### src/hdl/snf_pkg.sv
`default_nettype none

package snf_pkg;

    localparam int TABLE_BITS = 8;
    localparam int TB_EFF = (TABLE_BITS > 8) ? 8 : ((TABLE_BITS < 1) ? 1 : TABLE_BITS);

    localparam int IN_DEPTH    = 4;
    localparam int IN_PTR_W    = $clog2(IN_DEPTH);
    localparam int IN_CNT_W    = $clog2(IN_DEPTH + 1);
    localparam int OUT_DEPTH   = 8;
    localparam int OUT_PTR_W   = $clog2(OUT_DEPTH);
    localparam int OUT_CNT_W   = $clog2(OUT_DEPTH + 1);

    localparam int ACC_W = 40;

    typedef struct packed {
        logic [15:0] weight;
        logic [15:0] source_value;
        logic        last;
    } t_term;

    typedef struct packed {
        logic [12:0] activation;
        logic [15:0] weighted_sum;
    } t_result;

    localparam logic [12:0] HALF_TABLE [0:128] = '{
        13'd1, 13'd1, 13'd2, 13'd2, 13'd2, 13'd2, 13'd2, 13'd2,
        13'd2, 13'd2, 13'd3, 13'd3, 13'd3, 13'd3, 13'd3, 13'd4,
        13'd4, 13'd4, 13'd4, 13'd5, 13'd5, 13'd5, 13'd5, 13'd6,
        13'd6, 13'd7, 13'd7, 13'd7, 13'd8, 13'd8, 13'd9, 13'd10,
        13'd10, 13'd11, 13'd11, 13'd12, 13'd13, 13'd14, 13'd15, 13'd16,
        13'd17, 13'd18, 13'd19, 13'd20, 13'd21, 13'd23, 13'd24, 13'd26,
        13'd27, 13'd29, 13'd31, 13'd33, 13'd35, 13'd37, 13'd40, 13'd42,
        13'd45, 13'd48, 13'd51, 13'd54, 13'd58, 13'd61, 13'd65, 13'd69,
        13'd74, 13'd78, 13'd83, 13'd89, 13'd94, 13'd100, 13'd106, 13'd113,
        13'd120, 13'd128, 13'd136, 13'd144, 13'd153, 13'd162, 13'd172, 13'd183,
        13'd194, 13'd206, 13'd219, 13'd232, 13'd246, 13'd261, 13'd277, 13'd293,
        13'd311, 13'd329, 13'd349, 13'd369, 13'd391, 13'd413, 13'd437, 13'd462,
        13'd488, 13'd516, 13'd545, 13'd575, 13'd606, 13'd639, 13'd674, 13'd710,
        13'd747, 13'd786, 13'd827, 13'd869, 13'd912, 13'd957, 13'd1004, 13'd1052,
        13'd1102, 13'd1153, 13'd1205, 13'd1259, 13'd1314, 13'd1370, 13'd1428, 13'd1487,
        13'd1546, 13'd1607, 13'd1668, 13'd1731, 13'd1793, 13'd1857, 13'd1920, 13'd1984,
        13'd2048
    };

    function automatic logic [7:0] table_index(input logic [15:0] q);
        logic [15:0] u;
        u = q ^ 16'h8000;
        return 8'((u >> (16 - TB_EFF)) << (8 - TB_EFF));
    endfunction

    function automatic logic [12:0] sigmoid_lookup(input logic [7:0] idx);
        logic [8:0] mirror;
        mirror = 9'd256 - {1'b0, idx};
        if (idx <= 8'd128) begin
            return HALF_TABLE[idx];
        end
        return 13'd4096 - HALF_TABLE[mirror[7:0]];
    endfunction

endpackage

`default_nettype wire

### src/hdl/snf_front.sv
`default_nettype none

module snf_front (
    input  wire                 i_clk,
    input  wire                 i_rst_n,
    input  wire                 push,
    output logic                full,
    input  wire  [15:0]         i_weight,
    input  wire  [15:0]         i_source_value,
    input  wire                 i_last,
    output logic                o_term_valid,
    output snf_pkg::t_term      o_term,
    input  wire                 i_term_pop
);

    snf_pkg::t_term                 r_mem [snf_pkg::IN_DEPTH];
    logic [snf_pkg::IN_PTR_W-1:0]   r_wr_ptr, n_wr_ptr;
    logic [snf_pkg::IN_PTR_W-1:0]   r_rd_ptr, n_rd_ptr;
    logic [snf_pkg::IN_CNT_W-1:0]   r_count, n_count;
    logic                           wr_en;
    logic                           rd_en;

    assign full         = (r_count == snf_pkg::IN_CNT_W'(snf_pkg::IN_DEPTH));
    assign o_term_valid = (r_count != '0);
    assign o_term       = r_mem[r_rd_ptr];
    assign wr_en        = push && !full;
    assign rd_en        = i_term_pop && o_term_valid;

    always_comb begin
        n_wr_ptr = r_wr_ptr;
        n_rd_ptr = r_rd_ptr;
        n_count  = r_count;
        if (wr_en) begin
            n_wr_ptr = (r_wr_ptr == snf_pkg::IN_PTR_W'(snf_pkg::IN_DEPTH - 1)) ? '0
                                                                          : r_wr_ptr + 1'b1;
        end
        if (rd_en) begin
            n_rd_ptr = (r_rd_ptr == snf_pkg::IN_PTR_W'(snf_pkg::IN_DEPTH - 1)) ? '0
                                                                          : r_rd_ptr + 1'b1;
        end
        unique case ({wr_en, rd_en})
            2'b10:   n_count = r_count + 1'b1;
            2'b01:   n_count = r_count - 1'b1;
            default: n_count = r_count;
        endcase
    end

    always_ff @(posedge i_clk) begin
        if (!i_rst_n) begin
            r_wr_ptr <= '0;
            r_rd_ptr <= '0;
            r_count  <= '0;
        end else begin
            r_wr_ptr <= n_wr_ptr;
            r_rd_ptr <= n_rd_ptr;
            r_count  <= n_count;
        end
    end

    always_ff @(posedge i_clk) begin
        if (wr_en) begin
            r_mem[r_wr_ptr] <= '{weight: i_weight, source_value: i_source_value, last: i_last};
        end
    end

endmodule

`default_nettype wire

### src/hdl/snf_back.sv
`default_nettype none

module snf_back (
    input  wire                 i_clk,
    input  wire                 i_rst_n,
    input  wire                 i_term_valid,
    input  snf_pkg::t_term      i_term,
    output logic                o_term_pop,
    input  wire                 i_cfg_valid,
    output logic                o_cfg_ready,
    input  wire  [15:0]         i_cfg_data,
    output logic                empty,
    input  wire                 pop,
    output logic [12:0]         o_activation,
    output logic [15:0]         o_weighted_sum
);

    localparam logic [snf_pkg::ACC_W-1:0] ACC_MAX = {1'b0, {(snf_pkg::ACC_W-1){1'b1}}};
    localparam logic [snf_pkg::ACC_W-1:0] ACC_MIN = {1'b1, {(snf_pkg::ACC_W-1){1'b0}}};

    logic [15:0]                    r_bias;

    logic                           r_b1_valid;
    logic                           r_b1_last;
    logic [31:0]                    r_prod;

    logic [snf_pkg::ACC_W-1:0]      r_acc;
    logic                           r_b2_valid;
    logic [snf_pkg::ACC_W-1:0]      r_sum;

    logic                           r_b3_valid;
    logic [15:0]                    r_q;

    snf_pkg::t_result               r_out_mem [snf_pkg::OUT_DEPTH];
    logic [snf_pkg::OUT_PTR_W-1:0]  r_out_wr, n_out_wr;
    logic [snf_pkg::OUT_PTR_W-1:0]  r_out_rd, n_out_rd;
    logic [snf_pkg::OUT_CNT_W-1:0]  r_out_count, n_out_count;

    logic [1:0]                     inflight;
    logic [snf_pkg::OUT_CNT_W:0]    reserved;
    logic [31:0]                    n_prod;
    logic [snf_pkg::ACC_W:0]        acc_sum;
    logic [snf_pkg::ACC_W-1:0]      acc_sat;
    logic [snf_pkg::ACC_W+1:0]      total;
    logic [29:0]                    q_full;
    logic [15:0]                    n_q;
    logic                           out_wr_en;
    logic                           out_rd_en;

    assign o_cfg_ready = 1'b1;

    // A final term may only enter when its result is sure of a slot in the output queue.
    assign inflight   = 2'(r_b1_valid && r_b1_last) + 2'(r_b2_valid) + 2'(r_b3_valid);
    assign reserved   = (snf_pkg::OUT_CNT_W + 1)'(r_out_count) + (snf_pkg::OUT_CNT_W + 1)'(inflight);
    assign o_term_pop = i_term_valid &&
                        (!i_term.last || (reserved < (snf_pkg::OUT_CNT_W + 1)'(snf_pkg::OUT_DEPTH)));

    assign n_prod = 32'($signed(i_term.weight) * $signed(i_term.source_value));

    assign acc_sum = {r_acc[snf_pkg::ACC_W-1], r_acc} + {{9{r_prod[31]}}, r_prod};

    always_comb begin
        if (acc_sum[snf_pkg::ACC_W] != acc_sum[snf_pkg::ACC_W-1]) begin
            acc_sat = acc_sum[snf_pkg::ACC_W] ? ACC_MIN : ACC_MAX;
        end else begin
            acc_sat = acc_sum[snf_pkg::ACC_W-1:0];
        end
    end

    assign total  = {{2{r_sum[snf_pkg::ACC_W-1]}}, r_sum} + {{14{r_bias[15]}}, r_bias, 12'b0};
    assign q_full = total[snf_pkg::ACC_W+1:12];

    always_comb begin
        if (q_full[29:15] == {15{q_full[29]}}) begin
            n_q = q_full[15:0];
        end else begin
            n_q = q_full[29] ? 16'h8000 : 16'h7fff;
        end
    end

    assign empty     = (r_out_count == '0);
    assign out_wr_en = r_b3_valid;
    assign out_rd_en = pop && !empty;

    assign o_activation   = r_out_mem[r_out_rd].activation;
    assign o_weighted_sum = r_out_mem[r_out_rd].weighted_sum;

    always_comb begin
        n_out_wr    = r_out_wr;
        n_out_rd    = r_out_rd;
        n_out_count = r_out_count;
        if (out_wr_en) begin
            n_out_wr = (r_out_wr == snf_pkg::OUT_PTR_W'(snf_pkg::OUT_DEPTH - 1)) ? '0
                                                                            : r_out_wr + 1'b1;
        end
        if (out_rd_en) begin
            n_out_rd = (r_out_rd == snf_pkg::OUT_PTR_W'(snf_pkg::OUT_DEPTH - 1)) ? '0
                                                                            : r_out_rd + 1'b1;
        end
        unique case ({out_wr_en, out_rd_en})
            2'b10:   n_out_count = r_out_count + 1'b1;
            2'b01:   n_out_count = r_out_count - 1'b1;
            default: n_out_count = r_out_count;
        endcase
    end

    always_ff @(posedge i_clk) begin
        if (!i_rst_n) begin
            r_bias      <= '0;
            r_b1_valid  <= 1'b0;
            r_b1_last   <= 1'b0;
            r_acc       <= '0;
            r_b2_valid  <= 1'b0;
            r_b3_valid  <= 1'b0;
            r_out_wr    <= '0;
            r_out_rd    <= '0;
            r_out_count <= '0;
        end else begin
            if (i_cfg_valid) begin
                r_bias <= i_cfg_data;
            end
            r_b1_valid <= o_term_pop;
            r_b1_last  <= o_term_pop && i_term.last;
            r_b2_valid <= r_b1_valid && r_b1_last;
            if (r_b1_valid) begin
                r_acc <= r_b1_last ? '0 : acc_sat;
            end
            r_b3_valid  <= r_b2_valid;
            r_out_wr    <= n_out_wr;
            r_out_rd    <= n_out_rd;
            r_out_count <= n_out_count;
        end
    end

    always_ff @(posedge i_clk) begin
        r_prod <= n_prod;
        if (r_b1_valid && r_b1_last) begin
            r_sum <= acc_sat;
        end
        r_q <= n_q;
        if (out_wr_en) begin
            r_out_mem[r_out_wr] <= '{activation:   snf_pkg::sigmoid_lookup(snf_pkg::table_index(r_q)),
                                     weighted_sum: r_q};
        end
    end

endmodule

`default_nettype wire

### src/hdl/sigmoid_neuron_forward_top.sv
// Forward value of one logistic neuron in fixed point.
// Terms enter through a queue-style port: push with i_weight, i_source_value and
// i_last; a transfer happens on a rising edge with push high and full low. One term
// may be transferred in every cycle while full is low; a four-entry queue holds terms while the back end
// waits for room for a result.
// Results leave through a second queue: while empty is low, o_activation and
// o_weighted_sum show the oldest result, and a transfer happens with pop high.
// After the transfer of its final term, a result passes the multiply, accumulate
// and bias-and-narrow registers and is then written to the output queue.
// The output queue holds eight results. When the receiver stalls, final terms are held
// back until a slot is reserved, and the input queue then fills and raises full.
// The bias register is written through i_cfg_valid and i_cfg_data; o_cfg_ready is
// always high. Write it only while no term is pending.
// Synchronous reset clears both queues, the accumulator and the bias.
`default_nettype none

module sigmoid_neuron_forward_top (
    input  wire          i_clk,
    input  wire          i_rst_n,
    input  wire          push,
    output logic         full,
    input  wire  [15:0]  i_weight,
    input  wire  [15:0]  i_source_value,
    input  wire          i_last,
    output logic         empty,
    input  wire          pop,
    output logic [12:0]  o_activation,
    output logic [15:0]  o_weighted_sum,
    input  wire          i_cfg_valid,
    output logic         o_cfg_ready,
    input  wire  [15:0]  i_cfg_data
);

    logic               term_valid;
    snf_pkg::t_term     term;
    logic               term_pop;

    snf_front u_front (
        .i_clk          (i_clk),
        .i_rst_n        (i_rst_n),
        .push           (push),
        .full           (full),
        .i_weight       (i_weight),
        .i_source_value (i_source_value),
        .i_last         (i_last),
        .o_term_valid   (term_valid),
        .o_term         (term),
        .i_term_pop     (term_pop)
    );

    snf_back u_back (
        .i_clk          (i_clk),
        .i_rst_n        (i_rst_n),
        .i_term_valid   (term_valid),
        .i_term         (term),
        .o_term_pop     (term_pop),
        .i_cfg_valid    (i_cfg_valid),
        .o_cfg_ready    (o_cfg_ready),
        .i_cfg_data     (i_cfg_data),
        .empty          (empty),
        .pop            (pop),
        .o_activation   (o_activation),
        .o_weighted_sum (o_weighted_sum)
    );

    a_reset_clears: assert property (@(posedge i_clk)
        !i_rst_n |=> (empty && !full))
        else $error("queues not empty after reset");

    a_activation_range: assert property (@(posedge i_clk) disable iff (!i_rst_n)
        !empty |-> (o_activation <= 13'd4096))
        else $error("activation above one");

    a_sign_matches: assert property (@(posedge i_clk) disable iff (!i_rst_n)
        !empty |-> (o_weighted_sum[15] == (o_activation < 13'd2048)))
        else $error("activation disagrees with the sign of the sum");

    a_term_taken: assert property (@(posedge i_clk) disable iff (!i_rst_n)
        (term_pop && !term.last) |-> term_valid)
        else $error("term taken from an empty queue");

endmodule

`default_nettype wire

### config.mk
export PLATFORM = sky130hd
export DESIGN_NAME = sigmoid_neuron_forward_top
export DESIGN_NICKNAME = d
export VERILOG_FILES = /design/src/hdl/snf_pkg.sv /design/src/hdl/snf_front.sv /design/src/hdl/snf_back.sv /design/src/hdl/sigmoid_neuron_forward_top.sv
export SDC_FILE = /design/constraint.sdc
export NUM_CORES = 2
export LEC_CHECK = 0
export BUFFER_PORTS_ARGS = -buffer_cell sky130_fd_sc_hd__buf_2
export CAP_MARGIN = 25
export CORE_UTILIZATION = 45
export CTS_BUF_LIST = sky130_fd_sc_hd__clkbuf_4 sky130_fd_sc_hd__clkbuf_8
export DETAILED_ROUTE_END_ITERATION = 10
export SYNTH_ARGS = -nofsm -noshare
export SYNTH_HDL_FRONTEND = slang
export SYNTH_SLANG_ARGS = --single-unit
### constraint.sdc
create_clock -name i_clk -period 10.1 [get_ports i_clk]
set_clock_uncertainty 0.05 [all_clocks]
set_input_delay 0.505 -clock i_clk [delete_from_list [all_inputs] [get_ports i_clk]]
set_output_delay 0.505 -clock i_clk [all_outputs]
set_load 0.01 [all_outputs]
### Word-level counts from Yosys, hierarchy flattened

Memories as Yosys holds them, arrays and structs flattened. A register that Yosys moved wholly into a read port is not among the register bits.
Cells that the tools add are included.

* bitwise operators: 3
* magnitude comparators: 4
* muxes and demuxes: 28
* equal/unequal tests: 11
* reduce and logical (&&, ||, !) cells: 14
* shift-type cells: 0
* multiply operators: 1
* div/mod/pow operators: 0
* add/sub/neg operators: 15

Operators with widths (count)
* $mux 40: 3
* $mux 13: 7
* $add 40x28->41: 1
* $add 40x32->41: 1
* $mul 16x16->32: 1
* $mux 16: 2
* $ge 9x9->1 const B: 2
* $not 8->9: 2
* $eq 14x14->1: 1
* $sub 13x13->13 const A: 1
* $mux 3: 4
* $add 3x1->3 const B: 3
* $eq 3x3->1 const B: 3
* $eq 2x2->1 const B: 4
* $le 8x8->1 const B: 1
* $mux 2: 4
* $pmux 4 s2: 1
* $sub 1x8->8 const A: 1
* $logic_and 1x1->1: 6
* $mux 1: 6
* $pmux 3 s2: 1
* $add 4x2->5: 1
* $lt 5x4->1 const B: 1
* $add 2x1->2 const B: 2
* other kinds (13): 17

* word-level logic and storage cells: 95
* flip-flop bits (word level): 165
* input bits: 54
* memories: 4
* bits in latches: 0
* ROM bits: 6656
* memory bits (writable): 364

Memory list
* (name not given): words 256, bits a word 13, read ports 1, clocked after memory_dff 0, wr ports 0, RTL line snf_pkg.sv:58 `return HALF_TABLE[idx];`
* (name not given): words 256, bits a word 13, read ports 1, clocked after memory_dff 0, wr ports 0, RTL line snf_pkg.sv:60 `return 13'd4096 - HALF_TABLE[mirror[7:0]];`
* u_back.r_out_mem: words 8, bits a word 29, read ports 1, clocked after memory_dff 1, wr ports 1, RTL line snf_back.sv:34 `snf_pkg::t_result r_out_mem [snf_pkg::OUT_DEPTH];`
* u_front.r_mem: words 4, bits a word 33, read ports 1, clocked after memory_dff 1, wr ports 1, RTL line snf_front.sv:16 `snf_pkg::t_term r_mem [snf_pkg::IN_DEPTH];`

### Logic depth before layout (Yosys ltp)

* depth in word-level cells: 10
* mapped depth: 30
* gate-level depth less buffers: 27

### Modules after synthesis

A second synthesis with hierarchy kept.

* cells, all modules: 3168
* area total of the unflattened synthesis: 35724.3 um^2

By module, submodules not included
* snf_back: seq. area each 10229.8 um^2, instances 1, area an instance 30420.4 um^2, cells each 2939
* snf_front: seq. area each 4144.0 um^2, instances 1, area an instance 5303.8 um^2, cells each 229

### Least setup slack after synthesis

No wires, ideal clock.

* kind: reg2reg
* start: reg with a tool-made name
* end: reg u_back.r_prod[23]
* required time: 9.978 ns
* period minus slack after synthesis: 7.874 ns
* cell stages (with the launch flop): 28
* arrival: 7.752 ns
* library setup time: 0.072 ns
* slack: 2.226 ns
* cells stage by stage: dfxtp_1 buf_1 buf_1 mux2_2 o21ai_1 clkbuf_1 nor2_1 fa_1 inv_1 fa_1 fa_1 inv_1 fa_1 fa_1 inv_1 fa_1 inv_1 ha_1 a21o_1 nand2_1 or4b_2 a211oi_1 o41ai_1 a2111oi_0 nor3_1 a21o_1 a21oi_1 xnor2_1

RTL lines
* to (signal assigned): RTL line snf_back.sv:136 `r_prod <= n_prod;`
* to (decl): RTL line snf_back.sv:25 `logic [31:0] r_prod;`

==> flow_metrics.env <==
export IMPL_outcome="complete, no violations"
export IMPL_endpoint_kind="flop"
export IMPL_avgViaCountPerCell=5.64
export IMPL_std_cell_rows=103
export IMPL_syn_area_sq_um=35800
export IMPL_routed_wl_mm=91.0
export IMPL_worstPathRequired_ns=10.66
export IMPL_avgSynthCellArea_sq_um=11.0
export IMPL_wl_per_cell_microns=20.3
export IMPL_cap_violations=0
export IMPL_hp_class="input port to flop"
export IMPL_cts_tree="built"
export IMPL_grt_pass1_vias=26200
export IMPL_cts_max_level=3
export IMPL_ant_nets=0
export IMPL_fmax_mhz=122
export IMPL_tns_ns=0
export IMPL_die_h_microns=284
export IMPL_synth_distinct_cells=91
export IMPL_crit_slowest_cell="dfxtp_2"
export IMPL_layout_commonest_cell="edfxtp_1"
export IMPL_synth_fp_nets=3763
export IMPL_syn_to_final_growth_pct=10.6
export IMPL_syn_inst=3266
export IMPL_cts_root_buf="clkbuf_8"
export IMPL_gp_congestion=0.944
export IMPL_post_route_period_util=0.814
export IMPL_path_clk_slew_ns=0.07
export IMPL_critical_path_startpoint_type="flop"
export IMPL_critPathArrivalTime_ns=8.78
export IMPL_grt_first_pass_wirelength_mm=144
export IMPL_reg2regPathDepth=26
export IMPL_cpPeakStageDelay_ns=0.85
export IMPL_drc_errors=0
export IMPL_drt_iter0_drc=2028
export IMPL_nNetsFinal=3862
export IMPL_io_buffers=84
export IMPL_die_area_sq_um=80700
export IMPL_hpwlAfterDp_mm=64.7
export IMPL_antenna_found_initial=2
export IMPL_setup_viol=0
export IMPL_rsz0062_at_grt="false"
export IMPL_grtUsageTotal=0.226
export IMPL_drv_slew=0
export IMPL_layout_drive_gt1_share=0.131
export IMPL_cts_buffers=87
export IMPL_path_class="flop to flop"
export IMPL_finalHoldViolations=0
export IMPL_synth_edff_count=392
export IMPL_yosys_warnings=0
export IMPL_hold_depth=3
export IMPL_max_slew_worst_pin_slew_ns=0.965
export IMPL_clock_sinks=522
export IMPL_vias=25300
export IMPL_grt_max_degree=59
export IMPL_fp_coreArea_sq_um=78900
export IMPL_worstPathMaxFanout=31
export IMPL_insertion_delay_ns=0.70
export IMPL_max_slew_margin_rel=0.352
export IMPL_min_period_ns=8.22
export IMPL_die_w_microns=284
export IMPL_firstDrtPassIters=6
export IMPL_pin_count=86
export IMPL_clockBufferDepth=3
export IMPL_overflow=0
export IMPL_final_cell_mix="edfxtp_1, inv_1, nand2_1"
export IMPL_ys_ff_latch=522
export IMPL_ys_flop_type="edfxtp_1"
export IMPL_worst_path_most_repeated_cell="fa_1"
export IMPL_async_flop_share=0
export IMPL_initial_core_util=0.454
export IMPL_cts_resized=0
export IMPL_yosysSeqAreaShare=0.402
flip-flops by register name, indices dropped and copies added (netlist names), 4 cells and up, named ones only:
| register | count |
|---|---|
| u_back.r_prod | 32 |
| u_back.r_sum | 28 |
| u_back.r_bias | 16 |
| u_back.r_q | 16 |
| u_back.r_acc | 40 |
| u_front.r_mem | 132 |
| u_back.r_out_mem | 232 |
| u_back.r_out_count | 4 |
worst max-delay path, delay by kind of cell, from the launching register on:
| kind | cells | cell delay, ns |
|---|---|---|
| fa+ha+maj | 7 | 3.28 |
| simple gates | 4 | 0.90 |
| compound gates | 7 | 1.79 |
| flops | 1 | 0.85 |
| buf+inv | 6 | 0.78 |
| mux | 1 | 0.36 |
| xor+xnor | 1 | 0.14 |
area by class of cell:
cell class                 count  area (sq um)
clock buffer                 121          1480
inverter                     335          1260
multi-input combinational   2237         19500
sequential                   522         14400
clock inverter                37           363
fill                        7127         39300
tap                         1050          1310
antenna                        2          5.00
timing repair buffer         182          1280
layer usage:
metal,track usage,wire [microns],vias up
met5,0,13,-
met4,0.0897,3430,2
met3,0.0279,4510,235
met2,0.392,45700,804
met1,0.286,37400,12600
li1,-,-,11700
Yosys cell counts, drive strengths merged (14+ instances only):
library cell | count | area, sq um
nor2b | 40 | 250
nor3 | 33 | 170
clkbuf | 125 | 469
nand3 | 37 | 185
nand2 | 298 | 1120
dfxtp | 130 | 2600
mux4 | 67 | 1510
a21o | 57 | 428
mux2 | 56 | 631
nor3b | 14 | 110
and2 | 58 | 365
mux2i | 48 | 480
o211ai | 15 | 113
buf | 47 | 238
o21a | 32 | 240
a31oi | 20 | 131
fa | 267 | 5350
o21bai | 14 | 105
nand2b | 33 | 206
inv | 333 | 1250
xnor2 | 75 | 657
o31ai | 20 | 165
xor2 | 36 | 315
a211oi | 38 | 285
o21ai | 182 | 911
nor2 | 250 | 941
ha | 176 | 2200
and3 | 25 | 156
maj3 | 20 | 200
edfxtp | 392 | 11800
a21oi | 140 | 701
kinds of logic (layout without fill, tap and decap cells):
logic type      count (synthesis)  after routing  synth area share
mux                           171            171            0.0732
xor+xnor                      111            111            0.0272
compound gates                640            640             0.116
buf+inv                       507            675            0.0549
flops                         522            522             0.402
simple gates                  851            851             0.111
fa+ha+maj                     463            463             0.216
other cells                     1              3          0.000105
final timing paths:
| check | from | to | slack (ns) |
|---|---|---|---|
| max | flop | u_back.r_prod[23] | 1.88 |
| min reg2reg | u_back.r_acc[29] | u_back.r_acc[29] | 0.41 |
| min | i_cfg_data[12] | u_back.r_bias[12] | 0.05 |
| max reg2reg | flop | u_back.r_prod[23] | 1.88 |
through the flow:
| stage | hold WS, ns | utilization | cell area (sq um) | cells | setup WS (ns) |
|---|---|---|---|---|---|
| 2_1_floorplan | 0.382 | - | 35800 | 3266 | 2.23 |
| 3_3_place_gp | 0.396 | 0.473 | 37300 | 4281 | 2.02 |
| 3_5_place_dp | 0.400 | 0.473 | 37300 | 4281 | 1.80 |
| 4_1_cts | 0.0140 | 0.502 | 39600 | 4484 | 1.82 |
| 5_1_grt | 0.0477 | 0.502 | 39600 | 4486 | 1.48 |
| 6_report | 0.0517 | 0.502 | 39600 | 4486 | 1.88 |
timing repair:
item,4_1_cts,5_1_grt
setup buffers,0,0
endpoints found under the hold margin,142,0
hold buffers,45,0
Power is left out: the tool's default activity adds up to more than one toggle a clock period on the data nets, which glitch-free logic cannot reach.
